--- config.mk ---
export PLATFORM = sky130hd
export DESIGN_NAME = sem_sqrt_cell
export DESIGN_NICKNAME = d
export VERILOG_FILES = /design/src/hw/rtl/sem_pkg.sv /design/src/hw/rtl/sem_sqrt_cell.sv
export SDC_FILE = /design/constraint.sdc
export NUM_CORES = 1
export LEC_CHECK = 0
export BUFFER_PORTS_ARGS = -buffer_cell sky130_fd_sc_hd__buf_2
export CORE_MARGIN = 2
export CORE_UTILIZATION = 42
export CTS_BUF_LIST = sky130_fd_sc_hd__clkbuf_16
export DETAILED_ROUTE_END_ITERATION = 10
export PLACE_DENSITY = 0.82
export SLEW_MARGIN = 20
export SYNTH_ARGS = -nofsm -noshare
export SYNTH_HDL_FRONTEND = slang
export SYNTH_SLANG_ARGS = --single-unit
--- constraint.sdc ---
create_clock -name clk -period 2.35 [get_ports clk]
set_clock_uncertainty 0.1 [all_clocks]
set_input_delay 0.47 -clock clk [delete_from_list [all_inputs] [get_ports clk]]
set_output_delay 0.47 -clock clk [all_outputs]
set_load 0.01 [all_outputs]
--- src/hw/rtl/sem_pkg.sv ---
// ----------------------------------------------------------------------------
// sem_pkg: shared types and constants of the Sobel edge magnitude unit
// Pixel and window types, the square root cell record and register indexes.
// ----------------------------------------------------------------------------
`timescale 1ns / 1ps

package sem_pkg;

  localparam int IMG_W_W     = 11;
  localparam int IMG_H_W     = 13;
  localparam int ROW_W       = 12;
  localparam int THR_W       = 8;
  localparam int CFG_DATA_W  = 13;
  localparam int CFG_IDX_W   = 2;

  localparam logic [CFG_IDX_W-1:0] REG_IMAGE_WIDTH    = 2'd0;
  localparam logic [CFG_IDX_W-1:0] REG_IMAGE_HEIGHT   = 2'd1;
  localparam logic [CFG_IDX_W-1:0] REG_EDGE_THRESHOLD = 2'd2;

  localparam logic [IMG_W_W-1:0] IMAGE_WIDTH_RST    = 11'd640;
  localparam logic [IMG_H_W-1:0] IMAGE_HEIGHT_RST   = 13'd480;
  localparam logic [THR_W-1:0]   EDGE_THRESHOLD_RST = 8'd80;
  localparam logic [IMG_H_W-1:0] MAX_HEIGHT         = 13'd4096;

  localparam int RAD_W       = 16;
  localparam int REM_W       = 10;
  localparam int ROOT_W      = 8;
  localparam int SQRT_STAGES = 8;

  typedef logic [7:0] pix_t;
  typedef logic [2:0][2:0][7:0] win_t;

  typedef struct packed {
    logic valid;
    logic last;
    logic eof;
    win_t win;
  } req_t;

  typedef struct packed {
    logic              valid;
    logic              last;
    logic              eof;
    logic              sat;
    logic [RAD_W-1:0]  rad;
    logic [REM_W-1:0]  rem;
    logic [ROOT_W-1:0] root;
  } sqc_t;

endpackage

--- src/hw/rtl/sem_sqrt_cell.sv ---
// ----------------------------------------------------------------------------
// sem_sqrt_cell: one digit of the integer square root
// Takes the next two radicand bits, tries the partial root and passes the
// remainder, root and tags to the next cell.
// ----------------------------------------------------------------------------
`timescale 1ns / 1ps

module sem_sqrt_cell (
  input  logic          clk,
  input  logic          rst_n,
  input  logic          advance,
  input  sem_pkg::sqc_t cin,
  output sem_pkg::sqc_t cout
);

  localparam int WKW = sem_pkg::REM_W + 2;

  logic [WKW-1:0] work, trial, diff;
  sem_pkg::sqc_t  cell_r, cell_nxt;

  assign work  = {cin.rem, cin.rad[sem_pkg::RAD_W-1 -: 2]};
  assign trial = {{(WKW - sem_pkg::ROOT_W - 2){1'b0}}, cin.root, 2'b01};
  assign diff  = work - trial;

  always_comb begin
    cell_nxt     = cin;
    cell_nxt.rad = {cin.rad[sem_pkg::RAD_W-3:0], 2'b00};
    if (work >= trial) begin
      cell_nxt.rem  = diff[sem_pkg::REM_W-1:0];
      cell_nxt.root = {cin.root[sem_pkg::ROOT_W-2:0], 1'b1};
    end else begin
      cell_nxt.rem  = work[sem_pkg::REM_W-1:0];
      cell_nxt.root = {cin.root[sem_pkg::ROOT_W-2:0], 1'b0};
    end
  end

  always_ff @(posedge clk) begin
    if (!rst_n) begin
      cell_r.valid <= 1'b0;
    end else if (advance) begin
      cell_r <= cell_nxt;
    end
  end

  assign cout = cell_r;

endmodule

Yosys cells after proc, flatten, opt, wreduce, memory -nomap -nowiden
Cells that the tools add are included.

cells by class
  add/subtract/negate cells = 1
  multiplexer cells = 1
  $lt $le $gt $ge = 1
  reduce and logical (&&, ||, !) cells = 1

operators with widths
  operator           count
  $mux W18           1
  $ge A12 B10 Y1     1
  $sub A10 B10 Y10   1
  $reduce_and A2 Y1  1

storage, ports and cells
  output and inout port bits = 38
  bits in registers = 36
  input bits = 41
  word-level logic and storage cells = 11

Depth between registers and ports, before layout
Gate-level depths: netlist (run 1).

  depth in word-level cells = 2
  depth in mapped cells = 8
  mapped depth without buffers = 7

Least setup slack after synthesis (run 1)
OpenSTA, ideal clock, no wires.

  kind = input to register
  from = input port cin[0] in the netlist's numbering
  to = register cell_r, in the netlist cout[10], data pin
  cell stages on the path = 8
  required time = 1.990 ns
  setup time = 0.260 ns
  arrival time = 2.071 ns
  path buffers = 1
  setup slack = -0.081 ns
  cell sequence = inv_1 > ha_1 > nor2b_4 > o31a_4 > a41oi_1 > o211a_1 > buf_6 > mux2_4

RTL lines
  what                    RTL line             RTL
  start: declaration      sem_sqrt_cell.sv:12  input sem_pkg::sqc_t cin,
  end signal: assignment  sem_sqrt_cell.sv:41  cell_r <= cell_nxt;
  end: declaration        sem_sqrt_cell.sv:19  sem_pkg::sqc_t cell_r, cell_nxt;

==> results.yml, run 1 <==
outcome:
  status: "complete, no violations"
power_and_ir_drop:
  seqPwrFrac_pct: 45.6
  power_leakage_nw: 1.12
  intPower_mw: 1.32
  p_switching_mw: 0.379
  totalPowerFinal_mw: 1.70
  irDropWorstVdd_mv: 0.279
  sw_frac_of_total_pct: 22.3
  p_comb_share_pct: 19.2
  pwr-share-clk_pct: 35.2
  power_density_mw_per_mm2: 699
synth:
  netlist-cell-type-count: 34
  synthAdderAreaFrac_pct: 7.19
  synthSimpleGateAreaFrac_pct: 6.83
  yosys-top-cells-area: "edfxtp_1, ha_1, mux2_4, xnor2_1, inv_1"
  ys.flop_type: "edfxtp_1"
  syn_area_sq_mm: 0.00174
  synth_top_area_share_pct: 60.4
  synth_cells: 123
  synth_mux_area_share_pct: 7.84
  yosysSeqAreaShare_pct: 61.6
  synth_top_family_by_area: "compound AO/OA/AOI/OAI gates"
  ys_warn_count: 0
  ys_async_sr_fraction_pct: 0
  synth_top_cell_by_area: "edfxtp_1"
  synthXorXnorAreaFrac_pct: 3.02
  synth.avg_cell_area_sq_um: 14.1
  synth-seq-cells: 36
  synth_edf_count: 35
  synth_compound_area_share_pct: 9.42
final_layout:
  layout-drive-gt1-share_pct: 50.0
  layout.nets: 270
  design_area_sq_mm: 0.00243
  area_growth_pct: 40.0
  postLayoutCoreUtil_pct: 60.9
  num-fill-cells: 340
  largest_register_ffs: 36
  mostFrequentLayoutCell: "buf_2"
  final_cell_mix: "buf_2, edfxtp_1, buf_4"
  n_antenna_cell: 0
  final_cells: 270
timing:
  tns_ns: 0
  drv_slew: 0
  period_minus_slack_ns: 2.22
  rsz0062_at_grt: "no"
  layout_setup_ws_ns: 0.135
  finalSetupViolCount: 0
  period_share_pct: 94.3
  hold_viol: 0
  fmax_mhz: 451
  hold_slack_ns: 0.274
clocking:
  numCtsBuffers: 5
  tritoncts: "yes"
  cts_setup_buffers: 0
  cts.sinks: 36
  clockBufferDepth: 2
  clkLatencyLatePin_ns: 0.27
  htreeDepth: 2
  cts_resized: 0
  clockRootBuffer: "clkbuf_16"
  hold_buffers: 0
  clkTransAtPathRegs_ns: 0.05
route:
  wl_microns: 3240
  ant_nets: 0
  vias: 1256
  drtPass1Iterations: 4
  first_iter_violations: 43
  route.detailed.drc: 0
  viasPerCell: 4.65
  detail_route.wl_per_cell_microns: 12.0
setup_path:
  crit_path_end_kind: "register"
  crit_path_start_kind: "primary input"
  arrival_ns: 2.14
  critical_path_class: "primary input to register"
  cp_data_required_time_ns: 2.27
  crit_fanout: 5
grt:
  grt_pass1_wl_microns: 5120
  track_usage_pct: 14.9
  antenna_found_initial: 0
  overflow: 0
  grt_max_degree: 21
  grt_pass1_vias: 1220
die:
  die_w_microns: 68.4
  fp.dieH_microns: 68.4
  initial_core_util_pct: 43.5
  io_pins: 79
  fp-row-count: 23
  die_area_sq_mm: 0.00467
  design.core.area_sq_mm: 0.00400
run:
  cap_violations: 0
placed_design:
  dpl_cell_area_sq_mm: 0.00230
  dpl.cell_count: 262
  hpwl_microns: 2660
  place.gp.congestion: 0.883
  portBuffers: 76
  preCtsSetupSlack_ns: -0.148
min_path:
  hold_class: "primary input to register"
-- path summary, 6_finish.rpt --
kind,start,endpoint,slack (ns),depth (start not counted)
setup / recovery,cin[0],cout[17],0.13,9
setup reg to reg,cout[37],cout[37],1.65,2
hold / removal,cin[31],cout[33],0.27,1
hold reg to reg,cout[37],cout[37],0.43,2
-- critical path, stage by stage --
cell and delay (ns):
buf_2 0.10, inv_1 0.09, ha_4 0.21, nor2b_4 0.12, o31a_4 0.27, a41oi_1 0.17
o211a_1 0.19, buf_4 0.17, mux2_2 0.34
-- cells in the mapped netlist (all sizes together), types with 2 or more instances --
master,n
mux2,8
nand2,7
buf,3
nor2,4
xnor2,5
ha,10
edfxtp,35
o21ai,5
a21oi,6
o21a,2
inv,11
nor2b,3
mux2i,2
o211ai,2
nand3,2
nor3,2
nand2b,2
-- layer usage --
metal	track usage, %	wire, microns	vias up
met5	0	0	-
met4	6.50	40	0
met3	4.11	207	5
met2	26.2	1710	42
met1	16.9	1280	566
li1	-	-	643
-- final cells by class --
class                   count  area, sq um  share of cell area [%]
multi-input cells          74          618                    25.4
well taps                  50         62.6                    2.57
clock buffers               5          125                    5.14
flip-flops and latches     36         1070                    44.0
clock inverters             3         11.3                   0.462
repair buffers             91          505                    20.8
inverters                  11         41.3                    1.70
-- cells by family after synthesis --
group,count (synthesis)
compound gates,23
xor+xnor,6
fa+ha+maj,10
buf+inv,14
flops,36
mux,10
other cells,1
simple gates,23
-- power groups by stage --
stage               logic [mW]  clock network [mW]  registers, mW
floorplan                0.169                   0          0.819
global placement         0.322                   0          0.788
detailed placement       0.331                   0          0.789
CTS                      0.331               0.612          0.777
global route             0.364               0.644          0.780
finish                   0.327               0.599          0.776
(Power assumes the default switching activity.)
==> inputs of run 2 (changes only) <==
MAX_ROUTING_LAYER = met4   (was not set)
==> run 2 against run 1 <==
  * Cell count unchanged
  * Utilization unchanged
  * Critical path depth unchanged
  * Flip-flop and latch count unchanged
  * Sequential share of layout area unchanged
  * Combinational power about the same
  * Clock-buffer cell count unchanged
  * Critical path type unchanged
  * Highest routed layer unchanged
==> results.yml, run 2 (synthesis results as in run 1) <==
outcome:
  status: "complete, no violations"
timing:
  hold_slack_ns: 0.274
  tns_ns: 0
  fmax_mhz: 451
  finalSetupViolCount: 0
  hold_viol: 0
  period_minus_slack_ns: 2.22
  layout_setup_ws_ns: 0.135
  rsz0062_at_grt: "no"
  period_share_pct: 94.3
  drv_slew: 0
clocking:
  cts_setup_buffers: 0
  cts.sinks: 36
  clkLatencyLatePin_ns: 0.27
  numCtsBuffers: 5
  clockRootBuffer: "clkbuf_16"
  cts_resized: 0
  clockBufferDepth: 2
  tritoncts: "yes"
  hold_buffers: 0
  htreeDepth: 2
  clkTransAtPathRegs_ns: 0.05
power_and_ir_drop:
  totalPowerFinal_mw: 1.70
  pwr-share-clk_pct: 35.1
  p_switching_mw: 0.378
  sw_frac_of_total_pct: 22.2
  p_comb_share_pct: 19.2
  power_density_mw_per_mm2: 698
  seqPwrFrac_pct: 45.7
  power_leakage_nw: 1.12
  intPower_mw: 1.32
  irDropWorstVdd_mv: 0.279
grt:
  grt_pass1_wl_microns: 5110
  antenna_found_initial: 0
  overflow: 0
  track_usage_pct: 15.4
  grt_max_degree: 21
  grt_pass1_vias: 1224
die:
  die_area_sq_mm: 0.00467
  design.core.area_sq_mm: 0.00400
  fp.dieH_microns: 68.4
  fp-row-count: 23
  initial_core_util_pct: 43.5
  io_pins: 79
  die_w_microns: 68.4
min_path:
  worstHoldStart: "cin[31]"
  hold_class: "primary input to register"
final_layout:
  layout-drive-gt1-share_pct: 50.0
  largest_register_ffs: 36
  final_cell_mix: "buf_2, edfxtp_1, buf_4"
  design_area_sq_mm: 0.00243
  area_growth_pct: 40.0
  num-fill-cells: 340
  n_antenna_cell: 0
  layout.nets: 270
  mostFrequentLayoutCell: "buf_2"
route:
  route.detailed.drc: 0
  drtPass1Iterations: 4
  detail_route.wl_per_cell_microns: 12.0
  vias: 1258
  viasPerCell: 4.66
  first_iter_violations: 52
  ant_nets: 0
  wl_microns: 3240
setup_path:
  crit_path_end_kind: "register"
  reg2reg_from: "cout[37]"
  slowest_stage: "mux2_2"
  cp_data_required_time_ns: 2.27
  cp_top_family: "compound AO/OA/AOI/OAI gates"
  crit_path_start_kind: "primary input"
  r2r_slack_ns: 1.65
  crit_fanout: 5
  cp_num_buf_inv: 3
  setup.worst_path.start: "cin[0]"
  path_cells: "buf_2, inv_1, ha_4, nor2b_4, o31a_4, a41oi_1, o211a_1, buf_4, mux2_2"
  critical_path_class: "primary input to register"
  arrival_ns: 2.14
  critPathMaxStageDelay_ns: 0.34
run:
  cap_violations: 0
placed_design:
  hpwl_microns: 2660
  place.gp.congestion: 0.898
  portBuffers: 76
  preCtsSetupSlack_ns: -0.148
  dpl_cell_area_sq_mm: 0.00230
## run 2: cell counts in the layout (fill, tap and decap cells not counted)
No cell type changed its count.
## run 2: path summary, 6_finish.rpt
check                           endpoint  cells after the start
worst max-delay path            cout[17]                      9
worst min-delay path            cout[33]                      1
worst max register to register  cout[37]                      2
worst min register to register  cout[37]                      2
## run 2: through the flow
step	util, %	std cells
after floorplan	-	124
after global placement	57.5	262
after detailed placement	57.5	262
after CTS	60.9	270
after global routing	60.9	270
final	60.9	270
## run 2: layout make-up
| class | instances | area, sq um | area share [%] |
|---|---|---|---|
| clock buffer | 5 | 125 | 5.14 |
| clock inverter | 3 | 11.3 | 0.462 |
| inverter | 11 | 41.3 | 1.70 |
| multi-input combinational | 74 | 618 | 25.4 |
| sequential | 36 | 1070 | 44.0 |
| tap | 50 | 62.6 | 2.57 |
| timing repair buffer | 91 | 505 | 20.8 |
## run 2: power groups by stage
stage	combinational, mW	clock [mW]	sequential [mW]
CTS	0.331	0.612	0.777
global route	0.364	0.643	0.780
global placement	0.322	0	0.788
detailed placement	0.331	0	0.789
floorplan	0.169	0	0.819
finish	0.327	0.597	0.776
## run 2: per-layer routing
layer | vias to the layer above | wire length [microns] | GRT usage [%]
met1 | 568 | 1280 | 16.8
li1 | 643 | - | -
met2 | 42 | 1710 | 26.3
met5 | - | 0 | -
met3 | 5 | 207 | 4.11
met4 | 0 | 40 | 6.50
==> inputs of run 3 (changes only) <==
BUFFER_PORTS_ARGS = not set   (was -buffer_cell sky130_fd_sc_hd__buf_2)
CORE_UTILIZATION = 56   (was 42)
DONT_BUFFER_PORTS = 1   (was not set)
PLACE_DENSITY = 0.8   (was 0.82)
==> run 3 against run 2 <==
  * Flip-flop and latch count unchanged
  * First-iteration DRC count down 56%
  * Clock power up 19%
  * Routed wire length down 13%
  * Worst hold slack worse by 0.082 ns
  * Combinational power down 37%
  * Fmax up 5.1%
  * Clock-buffer cell count unchanged
  * Setup slack better by 0.11 ns
  * Largest power group unchanged
  * Highest routed layer unchanged
==> results.yml, run 3 (synthesis results as in run 1) <==
placed_design:
  dpl.cell_count: 162
  preCtsSetupSlack_ns: -0.0392
  place.gp.congestion: 0.908
  hpwl_microns: 2250
  dpl_cell_area_sq_mm: 0.00183
  portBuffers: 0
die:
  fp.dieH_microns: 59.7
  die_area_sq_mm: 0.00357
  die_w_microns: 59.7
  fp-row-count: 20
  initial_core_util_pct: 57.9
  io_pins: 79
  design.core.area_sq_mm: 0.00300
power_and_ir_drop:
  power_leakage_nw: 0.791
  p_comb_share_pct: 12.0
  seqPwrFrac_pct: 47.0
  p_switching_mw: 0.354
  intPower_mw: 1.37
  irDropWorstVdd_mv: 0.280
  power_density_mw_per_mm2: 866
  pwr-share-clk_pct: 41.0
  sw_frac_of_total_pct: 20.5
clocking:
  htreeDepth: 2
  cts.sinks: 36
  numCtsBuffers: 5
  cts_setup_buffers: 0
  hold_buffers: 0
  clockBufferDepth: 2
  clockRootBuffer: "clkbuf_16"
  cts_resized: 0
  clkTransAtPathRegs_ns: 0.05
  clkLatencyLatePin_ns: 0.27
  tritoncts: "yes"
setup_path:
  critical_path_class: "primary input to register"
  crit_path_end_kind: "register"
  crit_path_start_kind: "primary input"
  cp_data_required_time_ns: 2.26
  slowest_stage: "ha_1"
  arrival_ns: 2.02
  path_cells: "inv_1, ha_1, o21a_1, o31a_4, a41oi_1, o211a_1, buf_4, mux2_4"
  crit_fanout: 5
  critPathMaxStageDelay_ns: 0.35
final_layout:
  area_growth_pct: 14.7
  mostFrequentLayoutCell: "edfxtp_1"
  largest_register_ffs: 36
  layout-drive-gt1-share_pct: 20.4
  final_cell_mix: "edfxtp_1, inv_1, ha_1"
  layout.nets: 187
  n_antenna_cell: 0
  final_cells: 170
  postLayoutCoreUtil_pct: 66.4
  design_area_sq_mm: 0.00199
timing:
  drv_slew: 0
  hold_viol: 0
  rsz0062_at_grt: "no"
  finalSetupViolCount: 0
  layout_setup_ws_ns: 0.242
  fmax_mhz: 474
  period_minus_slack_ns: 2.11
  period_share_pct: 89.7
route:
  detail_route.wl_per_cell_microns: 16.6
  wl_microns: 2820
  route.detailed.drc: 0
  drtPass1Iterations: 4
  vias: 994
  first_iter_violations: 23
  viasPerCell: 5.85
  ant_nets: 0
run:
  cap_violations: 0
min_path:
  hold_class: "primary input to register"
grt:
  grt_max_degree: 36
  track_usage_pct: 16.8
  grt_pass1_wl_microns: 4090
  grt_pass1_vias: 916
  antenna_found_initial: 0
  overflow: 0
outcome:
  status: "complete, no violations"
run 3: metrics by stage:
step / power, mW / TNS (ns) / hold slack (ns)
2_1_floorplan: 0.988 / 0 / 0.438
3_5_place_dp: 1.03 / -0.165 / 0.469
4_1_cts: 1.74 / 0 / 0.187
6_report: 1.73 / 0 / 0.192
5_1_grt: 1.80 / 0 / 0.181
3_3_place_gp: 1.02 / -0.0440 / 0.453
run 3: cell type report:
class                      instances  area (sq um)
timing repair buffer               8          60.1
inverter                          11          41.3
clock inverter                     3          38.8
multi-input combinational         74           617
tap                               33          41.3
clock buffer                       5           125
sequential                        36          1070
fill                             226          1010
run 3: power groups by stage:
stage	sequential, mW	combinational (mW)	clock [mW]
after detailed placement	0.825	0.207	0
after global routing	0.817	0.228	0.753
after global placement	0.825	0.195	0
final	0.812	0.207	0.709
after CTS	0.813	0.208	0.722
after floorplan	0.819	0.169	0
run 3: layer usage:
| layer | up-vias | GRT usage (%) | part of all wire, % |
|---|---|---|---|
| met5 | - | - | 0 |
| met4 | 0 | 10.2 | 2.7 |
| met3 | 9 | 5.19 | 7.2 |
| met2 | 58 | 28.4 | 53 |
| met1 | 455 | 16.6 | 37 |
| li1 | 472 | - | - |
run 3: worst paths after layout:
check | from | to | slack, ns | cells after the start
min | cin[6] | cout[7] | 0.19 | 0
max reg2reg | cout[37] | cout[37] | 1.61 | 2
max | cin[1] | cout[11] | 0.24 | 8
min reg2reg | cout[37] | cout[37] | 0.48 | 2
run 3: worst max-delay path, delay by kind of cell:
family | cells | cell delay (ns)
AOI/OAI and AO/OA | 4 | 0.71
buffers and inverters | 2 | 0.19
adders and majority gates | 1 | 0.35
muxes | 1 | 0.30
