--- src/hw/rtl/sem_pkg.sv ---
// ----------------------------------------------------------------------------
// sem_pkg: shared types and constants of the Sobel edge magnitude unit
// Pixel and window types, the square root cell record and register indexes.
// ----------------------------------------------------------------------------
`timescale 1ns / 1ps

package sem_pkg;

  localparam int IMG_W_W     = 11;
  localparam int IMG_H_W     = 13;
  localparam int ROW_W       = 12;
  localparam int THR_W       = 8;
  localparam int CFG_DATA_W  = 13;
  localparam int CFG_IDX_W   = 2;

  localparam logic [CFG_IDX_W-1:0] REG_IMAGE_WIDTH    = 2'd0;
  localparam logic [CFG_IDX_W-1:0] REG_IMAGE_HEIGHT   = 2'd1;
  localparam logic [CFG_IDX_W-1:0] REG_EDGE_THRESHOLD = 2'd2;

  localparam logic [IMG_W_W-1:0] IMAGE_WIDTH_RST    = 11'd640;
  localparam logic [IMG_H_W-1:0] IMAGE_HEIGHT_RST   = 13'd480;
  localparam logic [THR_W-1:0]   EDGE_THRESHOLD_RST = 8'd80;
  localparam logic [IMG_H_W-1:0] MAX_HEIGHT         = 13'd4096;

  localparam int RAD_W       = 16;
  localparam int REM_W       = 10;
  localparam int ROOT_W      = 8;
  localparam int SQRT_STAGES = 8;

  typedef logic [7:0] pix_t;
  typedef logic [2:0][2:0][7:0] win_t;

  typedef struct packed {
    logic valid;
    logic last;
    logic eof;
    win_t win;
  } req_t;

  typedef struct packed {
    logic              valid;
    logic              last;
    logic              eof;
    logic              sat;
    logic [RAD_W-1:0]  rad;
    logic [REM_W-1:0]  rem;
    logic [ROOT_W-1:0] root;
  } sqc_t;

endpackage

--- src/hw/rtl/sem_gradient.sv ---
// ----------------------------------------------------------------------------
// sem_gradient: Sobel sums and squared magnitude
// Forms absolute dx and dy, squares them and adds, then seeds the square
// root chain with a saturation flag and a 16-bit radicand.
// ----------------------------------------------------------------------------
`timescale 1ns / 1ps

module sem_gradient (
  input  logic          clk,
  input  logic          rst_n,
  input  logic          advance,
  input  sem_pkg::req_t req,
  output sem_pkg::sqc_t seed
);

  logic [9:0]  xp, xn, yp, yn, adx, ady;
  logic [9:0]  adx_r, ady_r;
  logic        v1_r, l1_r, e1_r;
  logic [19:0] sqx, sqy, sqx_r, sqy_r;
  logic        v2_r, l2_r, e2_r;
  logic [20:0] sum;
  sem_pkg::sqc_t seed_r, seed_nxt;

  always_comb begin
    xp  = 10'(req.win[0][2]) + {1'b0, req.win[1][2], 1'b0} + 10'(req.win[2][2]);
    xn  = 10'(req.win[0][0]) + {1'b0, req.win[1][0], 1'b0} + 10'(req.win[2][0]);
    yp  = 10'(req.win[2][0]) + {1'b0, req.win[2][1], 1'b0} + 10'(req.win[2][2]);
    yn  = 10'(req.win[0][0]) + {1'b0, req.win[0][1], 1'b0} + 10'(req.win[0][2]);
    adx = (xp >= xn) ? (xp - xn) : (xn - xp);
    ady = (yp >= yn) ? (yp - yn) : (yn - yp);
  end

  assign sqx = 20'(adx_r) * 20'(adx_r);
  assign sqy = 20'(ady_r) * 20'(ady_r);
  assign sum = 21'(sqx_r) + 21'(sqy_r);

  always_comb begin
    seed_nxt.valid = v2_r;
    seed_nxt.last  = l2_r;
    seed_nxt.eof   = e2_r;
    seed_nxt.sat   = |sum[20:16];
    seed_nxt.rad   = sum[15:0];
    seed_nxt.rem   = '0;
    seed_nxt.root  = '0;
  end

  always_ff @(posedge clk) begin
    if (!rst_n) begin
      v1_r         <= 1'b0;
      v2_r         <= 1'b0;
      seed_r.valid <= 1'b0;
    end else if (advance) begin
      v1_r   <= req.valid;
      l1_r   <= req.last;
      e1_r   <= req.eof;
      adx_r  <= adx;
      ady_r  <= ady;
      v2_r   <= v1_r;
      l2_r   <= l1_r;
      e2_r   <= e1_r;
      sqx_r  <= sqx;
      sqy_r  <= sqy;
      seed_r <= seed_nxt;
    end
  end

  assign seed = seed_r;

endmodule

--- config.mk ---
export PLATFORM = sky130hd
export DESIGN_NAME = sem_gradient
export DESIGN_NICKNAME = d
export VERILOG_FILES = /design/src/hw/rtl/sem_pkg.sv /design/src/hw/rtl/sem_gradient.sv
export SDC_FILE = /design/constraint.sdc
export NUM_CORES = 1
export LEC_CHECK = 0
export BUFFER_PORTS_ARGS = -buffer_cell sky130_fd_sc_hd__buf_2
export CAP_MARGIN = 40
export CELL_PAD_IN_SITES_DETAIL_PLACEMENT = 1
export CELL_PAD_IN_SITES_GLOBAL_PLACEMENT = 2
export CORE_ASPECT_RATIO = 0.5
export CORE_MARGIN = 2
export CORE_UTILIZATION = 41
export CTS_BUF_LIST = sky130_fd_sc_hd__clkbuf_4 sky130_fd_sc_hd__clkbuf_8
export DETAILED_ROUTE_END_ITERATION = 8
export GPL_TIMING_DRIVEN = 0
export PLACE_DENSITY = 0.85
export SYNTH_ARGS = -nofsm -noshare
export SYNTH_HDL_FRONTEND = slang
export SYNTH_SLANG_ARGS = --single-unit
--- constraint.sdc ---
create_clock -name clk -period 5.58 [get_ports clk]
set_input_delay 0 -clock clk [delete_from_list [all_inputs] [get_ports clk]]
set_output_delay 0 -clock clk [all_outputs]
set_load 0.01 [all_outputs]
=== Word-level counts from Yosys, hierarchy flattened ===
Index checks and enable logic that the tools add are counted.

* Bits in registers: 86
* Bits in latches: 0
* Memory bits (writable): 0
* ROM bits: 0
* Bits of input ports: 78
* Word-level logic and storage cells: 36
* Memories kept: 0

* Add/sub/neg operators: 13
* Multipliers: 2
* Div/mod/pow operators: 0
* $lt $le $gt $ge: 2
* Eq/ne operators: 0
* Shifts and indexed selects: 0
* Mux-type cells: 2
* Bitwise logic cells: 0
* Reductions and logical operators: 2

{| class="wikitable"
|+ Operators by type and width
! cell !! count
|-
| 10-bit by 8-bit adder with 10-bit output || 4
|-
| 8-bit by 9-bit adder with 10-bit output || 4
|-
| 10-bit by 10-bit multiplier with 20-bit output || 2
|-
| 10-bit subtractor || 4
|-
| 20-bit by 20-bit adder with 21-bit output || 1
|-
| 10-bit greater-or-equal comparator || 2
|-
| 10-bit 2-to-1 mux || 2
|-
| 5-bit OR reduction || 1
|-
| 2-bit AND reduction || 1
|}

=== Longest topological paths before layout ===
Gate-level depths: netlist of the first run.

* Word-level depth: 4
* Mapped depth: 21

=== Worst setup path before layout of the first run ===
OpenSTA, ideal clock, no wires.

* Path type: reg-to-reg
* Start: reg ady_r[1]
* End: reg sqy_r[19] (data pin)
* Setup time: 0.262 ns
* Arrival time: 4.893 ns
* Required time: 5.318 ns
* Path slack: 0.424 ns
* Stages on the path, launching flop included: 18
* Period minus slack after synthesis: 5.156 ns
* Path through: edfxtp_1 > clkbuf_1 > and2_1 > fa_1 > fa_1 > inv_1 > fa_1 > fa_1 > inv_1 > fa_1 > ha_1 > o21ai_0 > a41oi_1 > or2_1 > a211o_1 > a221o_1 > a21oi_1 > xor2_1

* Longest elaborated chain between the ends: 1

{| class="wikitable"
|+ Ends and longest elaborated chain
! item !! line !! RTL
|-
| start, declared || sem_gradient.sv:17 || <nowiki>logic [9:0] adx_r, ady_r;</nowiki>
|-
| start signal, assigned || sem_gradient.sv:57 || <nowiki>ady_r <= ady;</nowiki>
|-
| 10-bit by 10-bit multiplier with 20-bit output || sem_gradient.sv:34 || <nowiki>assign sqy = 20'(ady_r) * 20'(ady_r);</nowiki>
|-
| named net sqy[19] || sem_gradient.sv:19 || <nowiki>logic [19:0] sqx, sqy, sqx_r, sqy_r;</nowiki>
|-
| end signal, assigned || sem_gradient.sv:62 || <nowiki>sqy_r <= sqy;</nowiki>
|-
| end, declared || sem_gradient.sv:19 ||
|}

The timed path passes the listed nets, and every way through them passes these cells.
A chain may end at the register's enable or synchronous reset.

=== Worst setup path in the final report of the first run ===
* Start: reg adx_r[4]
* End: reg sqx_r[16] (data pin)

* Longest elaborated chain between the ends: 1

{| class="wikitable"
|+ Ends and longest elaborated chain
! item !! line !! RTL
|-
| start, declared || sem_gradient.sv:17 ||
|-
| start signal, assigned || sem_gradient.sv:56 || <nowiki>adx_r <= adx;</nowiki>
|-
| 10-bit by 10-bit multiplier with 20-bit output || sem_gradient.sv:33 || <nowiki>assign sqx = 20'(adx_r) * 20'(adx_r);</nowiki>
|-
| named net sqx[16] || sem_gradient.sv:19 ||
|-
| end signal, assigned || sem_gradient.sv:61 || <nowiki>sqx_r <= sqx;</nowiki>
|-
| end, declared || sem_gradient.sv:19 ||
|}

The timed path passes the listed nets, and every way through them passes these cells.

==> flow_metrics.py, run 1 <==
metrics = {
    "yosys": {
        "ys_ff_latch": 84,
        "synth_area_mm2": 0.0119,
        "netlist_instances": 1176,
        "ys_types": 52,
        "syn_avg_cell_area_um2": 10.1,
        "yosysSeqAreaShare": 0.209,
        "synth_flop_cell": "edfxtp_1",
        "synth_edf_count": 81,
        "ys_warn_count": 0,
        "async_flop_share": 0,
    },
    "job": {
        "drv_cap": 0,
    },
    "global_routing": {
        "grt_pass1_vias": 9517,
        "grt_usage": 0.187,
        "overflow": 0,
        "grt_pass1_wl_mm": 46.1,
        "antenna_found_initial": 0,
        "grt_max_degree": 51,
    },
    "placed_design": {
        "dp_hpwl_mm": 23.6,
        "port_buffers": 89,
        "placed_area_mm2": 0.0129,
        "gp_congestion": 0.903,
    },
    "routing": {
        "routed_wl_mm": 27.3,
        "via_per_inst": 4.98,
        "wl_per_cell_um": 16.0,
        "drt_iter0_drc": 271,
        "drtAntennaViolNets": 0,
        "first_pass_iters": 6,
        "drc": 0,
        "vias": 8512,
    },
    "timing": {
        "slew_headroom": 0.639,
        "hold_viol": 0,
        "fmax_mhz": 186,
        "worst_slew_pin_slew_ns": 0.542,
        "period_share": 0.966,
        "slew_violations": 0,
        "hold-worst-slack_ns": 0.248,
        "report.final.setup_viol": 0,
        "finClkSkew_ns": 0.00950,
        "fin_crit_ns": 5.39,
    },
    "finish": {
        "layout-drive-gt1-share": 0.130,
        "utilization": 0.465,
        "multiInputGateArea_mm2": 0.00865,
        "syn2layout_area_growth_pct": 12.4,
        "nNetsFinal": 1707,
        "layout.area.seq_mm2": 0.00249,
        "fill_cells": 3296,
        "antenna_cells": 0,
        "stdcell_area_mm2": 0.0134,
    },
    "setup_path": {
        "crit_fanout": 10,
        "required_ns": 5.69,
        "worstSetupStartpointType": "flip-flop",
        "arrival_ns": 5.50,
        "critical_path_class": "reg2reg",
        "end_kind": "flip-flop",
    },
    "clocking": {
        "cts.sinks": 84,
        "clock_latency_ns": 0.38,
        "cts_tree": "done",
        "htree_levels": 3,
        "numCtsBuffers": 9,
        "clock_path_buffers": 2,
        "cts-root-buf": "clkbuf_8",
        "clk_pin_slew_ns": 0.09,
    },
    "floorplan": {
        "io_pins": 116,
        "fp.dieArea_mm2": 0.0305,
        "initial_core_util": 0.414,
        "die_height_um": 125,
        "rows": 44,
        "core_mm2": 0.0288,
        "die_w_um": 245,
    },
    "min_path": {
        "hp-class": "in2reg",
    },
    "status": {
        "status": "finished clean",
    },
}
-- per-stage QoR --
| stage | setup TNS [ns] | worst slack (ns) | instances |
|---|---|---|---|
| after detailed placement | -0.516 | -0.223 | 1674 |
| final | 0 | 0.192 | 1709 |
| after floorplan | 0 | 0.424 | 1193 |
| after CTS | 0 | 0.00167 | 1695 |
| after global placement | -0.158 | -0.0833 | 1673 |
| after global routing | -0.0105 | -0.0105 | 1709 |
-- worst max-delay path, cell delays in order, from the launching register on --
cell and delay (ns):
edfxtp_1 0.59, and2_1 0.30, fa_1 0.55, fa_1 0.43, ha_1 0.32, fa_1 0.53
fa_1 0.43, ha_1 0.34, a21o_1 0.22, a31o_1 0.21, a31o_1 0.26, a211oi_4 0.27
o21ai_2 0.13, a31o_1 0.22, a21oi_1 0.18, xnor2_1 0.13
-- state kept, by name, indices dropped and copies added (netlist names) --
register	cells
adx_r	10
ady_r	10
e1_r	1
e2_r	1
l1_r	1
l2_r	1
seed	20
sqx_r	19
sqy_r	19
v1_r	1
v2_r	1
-- final timing paths --
path / cells after the start / endpoint / from / slack [ns]
min: 4 / adx_r[0] / req[48] / 0.25
max: 15 / sqx_r[16] / adx_r[4] / 0.19
max reg2reg: 15 / sqx_r[16] / adx_r[4] / 0.19
min reg2reg: 0 / e2_r / e1_r / 0.43
-- what timing repair did --
action                                  4_1_cts  5_1_grt
gates cloned                                  0        0
gates resized for setup                      14       24
hold buffers                                  6        0
setup buffers                                 0       16
hold endpoints to repair                      5        0
pin swaps                                     0       14
endpoints found under the setup margin        6        5
-- area by class of cell --
class,instances,area share
Clock buffer,9,0.00925
Buffer,33,0.0171
Inverter,185,0.0519
Tap cell,391,0.0365
Sequential cell,84,0.186
Clock inverter,7,0.00383
Timing Repair Buffer,112,0.0486
Multi-Input combinational cell,888,0.647
-- cells by family (layout without fill, tap and decap cells) --
kind of cell               after synthesis  in the layout  share of synthesized area
DFF                                     84             84                      0.209
buffers and inverters                  221            346                     0.0754
AOI/OAI and AO/OA                      180            180                     0.0977
other                                    1             18                   0.000315
adders and majority gates              316            316                      0.414
xor gates and xnor gates                94             94                     0.0691
and+or+nand+nor                        255            255                      0.113
muxes                                   25             25                     0.0214
-- cell usage in the layout, fill, tap and decap left out, drive strengths merged, types with 2 or more instances in the layout --
cell | Yosys | layout
ha | 186 | 186
clkinvlp | 0 | 2
buf | 19 | 128
nand2 | 54 | 54
mux2i | 21 | 21
a221oi | 5 | 5
a22oi | 4 | 4
o21ai | 32 | 32
inv | 185 | 186
nand2b | 15 | 15
or3 | 6 | 6
conb | 1 | 18
or2 | 3 | 3
dlygate4sd3 | 0 | 6
a211o | 4 | 4
xor2 | 26 | 26
a211oi | 4 | 4
a21o | 27 | 27
nand3 | 10 | 10
nor2 | 36 | 36
nand4 | 7 | 7
o31ai | 2 | 2
edfxtp | 81 | 81
a31o | 4 | 4
o21bai | 17 | 17
nor3 | 22 | 22
clkinv | 0 | 4
and3 | 6 | 6
a31oi | 3 | 3
o21a | 4 | 4
mux2 | 4 | 4
and2 | 64 | 64
a21oi | 65 | 65
clkbuf | 17 | 20
fa | 130 | 130
a221o | 2 | 2
xnor2 | 68 | 68
dfxtp | 3 | 3
nor2b | 29 | 29
-- metal layers --
layer,global-route usage,vias to the layer above,routed length [um]
li1,-,4154,-
met1,0.236,4193,12400
met2,0.342,140,13600
met3,0.0226,25,776
met4,0.0412,0,440
met5,0,-,0
-- Yosys cell counts, drive strengths merged (5+ instances only) --
cell type	instances	share of area
nand3	10	0.0042
a221oi	5	0.0037
nor2	36	0.012
edfxtp	81	0.20
xor2	26	0.019
or3	6	0.0032
and2	64	0.034
buf	19	0.012
a21o	27	0.017
nand2b	15	0.0079
nand4	7	0.0037
nor3	22	0.0092
xnor2	68	0.050
mux2i	21	0.018
inv	185	0.058
o21ai	32	0.013
o21bai	17	0.011
fa	130	0.22
nor2b	29	0.015
ha	186	0.20
and3	6	0.0032
clkbuf	17	0.0054
nand2	54	0.017
a21oi	65	0.028
Power of run 1 is left out: the tool's default activity adds up to more than one toggle a clock period on the data nets, which glitch-free logic cannot reach.
==> inputs of run 2 (changes only) <==
--- a/config.mk
+++ b/config.mk
@@ -14,7 +14,6 @@
 export CORE_UTILIZATION = 41
 export CTS_BUF_LIST = sky130_fd_sc_hd__clkbuf_4 sky130_fd_sc_hd__clkbuf_8
 export DETAILED_ROUTE_END_ITERATION = 8
-export GPL_TIMING_DRIVEN = 0
 export PLACE_DENSITY = 0.85
 export SYNTH_ARGS = -nofsm -noshare
 export SYNTH_HDL_FRONTEND = slang
==> run 2 against run 1 <==
Sequential share of layout area increased by 0.45 points. First-iteration DRC count decreased by 3.0%. Count of clock-buffer cells in the layout unchanged. Setup slack improved by 0.12 ns. Sequential cell count unchanged. Design area decreased by 2.4%. Clock skew decreased by 0.0027 ns. Non-clock buffer count decreased by 36. Final cell count decreased by 2.1%. Routed wire length about the same. Largest cell class unchanged. Highest routed layer unchanged.
==> flow_metrics.py, run 2 (synthesis results as in run 1) <==
metrics = {
    "timing": {
        "slew_violations": 0,
        "worst_slew_pin_slew_ns": 0.656,
        "fmax_mhz": 190,
        "report.final.setup_viol": 0,
        "period_share": 0.944,
        "slew_headroom": 0.563,
        "final.setup.tns_ns": 0,
        "hold_viol": 0,
        "finClkSkew_ns": 0.00683,
        "rsz0062_at_grt": "no",
        "fin_crit_ns": 5.27,
    },
    "routing": {
        "drt_iter0_drc": 263,
        "drc": 0,
        "via_per_inst": 4.96,
        "dr_wl_met2_mm": 13.2,
        "m1WireLength_mm": 12.9,
        "routed_wl_mm": 27.3,
        "drtAntennaViolNets": 0,
        "first_pass_iters": 4,
        "wl_met3_um": 848,
        "vias": 8297,
        "wl_per_cell_um": 16.3,
        "top_layer": "met4",
    },
    "setup_path": {
        "crit_chain": "and2_1 > fa_1 > fa_1 > inv_1 > fa_1 > fa_1 > inv_1 > fa_1 > ha_1 > o21ai_0 > a41oi_1 > or2_1 > a211o_1 > a221o_1 > a21oi_1 > xor2_1",
        "critical_path_class": "reg2reg",
        "path_buf_inv": 2,
        "arrival_ns": 5.41,
        "crit_fanout": 10,
        "cp_slowest_cell": "edfxtp_1",
        "crit_family": "adder cells",
        "cp_common_cell": "fa_1",
        "worstSetupStartpointType": "flip-flop",
        "end_kind": "flip-flop",
        "required_ns": 5.72,
        "max_stage_delay_ns": 0.53,
    },
    "clocking": {
        "clk_pin_slew_ns": 0.09,
        "cts.sinks": 84,
        "clock_path_buffers": 2,
        "htree_levels": 3,
        "cts-root-buf": "clkbuf_8",
        "postCtsSetupBuffers": 0,
        "numCtsBuffers": 9,
        "clock_latency_ns": 0.38,
        "cts_tree": "done",
    },
    "finish": {
        "antenna_cells": 0,
        "fill_cells": 3288,
        "final_cell_mix": "186 x ha_1, 185 x inv_1, 130 x fa_1",
        "layout-drive-gt1-share": 0.102,
        "final_common_cell": "ha_1",
        "syn2layout_area_growth_pct": 9.73,
        "largest_reg_flops": 20,
        "nNetsFinal": 1671,
    },
    "floorplan": {
        "die_height_um": 125,
        "io_pins": 116,
        "fp.dieArea_mm2": 0.0305,
        "die_w_um": 245,
        "rows": 44,
        "initial_core_util": 0.414,
        "core_mm2": 0.0288,
    },
    "min_path": {
        "hp-class": "in2reg",
    },
    "global_routing": {
        "antenna_found_initial": 1,
        "overflow": 0,
        "grt_max_degree": 50,
        "grt_pass1_vias": 9545,
        "grt_pass1_wl_mm": 46.2,
        "grt_usage": 0.188,
    },
    "placed_design": {
        "dp_hpwl_mm": 24.0,
        "port_buffers": 89,
        "gp_congestion": 0.899,
    },
    "status": {
        "status": "finished clean",
    },
    "job": {
        "drv_cap": 0,
    },
}
[run 2: cell count changes in the layout (fill, tap and decap cells not counted), sizes merged]
| cell | delta |
|---|---|
| buf | -24 |
| bufinv | +1 |
| clkinv | -1 |
| clkbuf | -11 |
| dlygate4sd3 | -1 |
[run 2: worst paths after layout]
| path | startpoint | endpoint | slack, ns | depth (start not counted) |
|---|---|---|---|---|
| worst max register to register | ady_r[2] | sqy_r[19] | 0.31 | 16 |
| worst min-delay path | req[48] | adx_r[0] | 0.23 | 4 |
| worst max-delay path | ady_r[2] | sqy_r[19] | 0.31 | 16 |
| worst min register to register | e1_r | e2_r | 0.43 | 0 |
[run 2: worst min-delay path: cells and delay by family]
| kind | cells | cell delay [ns] |
|---|---|---|
| buffers and inverters | 2 | 0.14 |
| adders and majority gates | 2 | 0.31 |
[run 2: layout make-up]
| class | count | area (um2) | share of cell area |
|---|---|---|---|
| Sequential cell | 84 | 2490 | 0.191 |
| Multi-Input combinational cell | 888 | 8590 | 0.657 |
| Clock inverter | 7 | 75.1 | 0.00574 |
| Clock buffer | 9 | 124 | 0.00948 |
| Tap cell | 391 | 489 | 0.0374 |
| Inverter | 185 | 694 | 0.0531 |
| Timing Repair Buffer | 109 | 608 | 0.0465 |
[run 2: per-stage QoR]
stage / instance area (um2) / worst slack, ns / util / hold slack [ns] / cells
floorplan: 12000 / 0.424 / - / 0.0989 / 1193
global placement: 12800 / 0.337 / 0.445 / 0.181 / 1652
detailed placement: 12800 / 0.287 / 0.445 / 0.182 / 1652
CTS: 13100 / 0.281 / 0.454 / 0.214 / 1673
global route: 13100 / 0.00343 / 0.454 / 0.253 / 1673
finish: 13100 / 0.312 / 0.454 / 0.227 / 1673
[run 2: repair_timing]
action / CTS / global route
hold endpoints to repair: 5 / 0
resized for setup: 0 / 0
hold buffers: 5 / 0
[run 2: layer usage]
metal,track usage,up-vias
met2,0.333,119
li1,-,4081
met3,0.0250,21
met5,0,-
met1,0.248,4076
met4,0.0344,0
Power of run 2 is left out for the same reason.
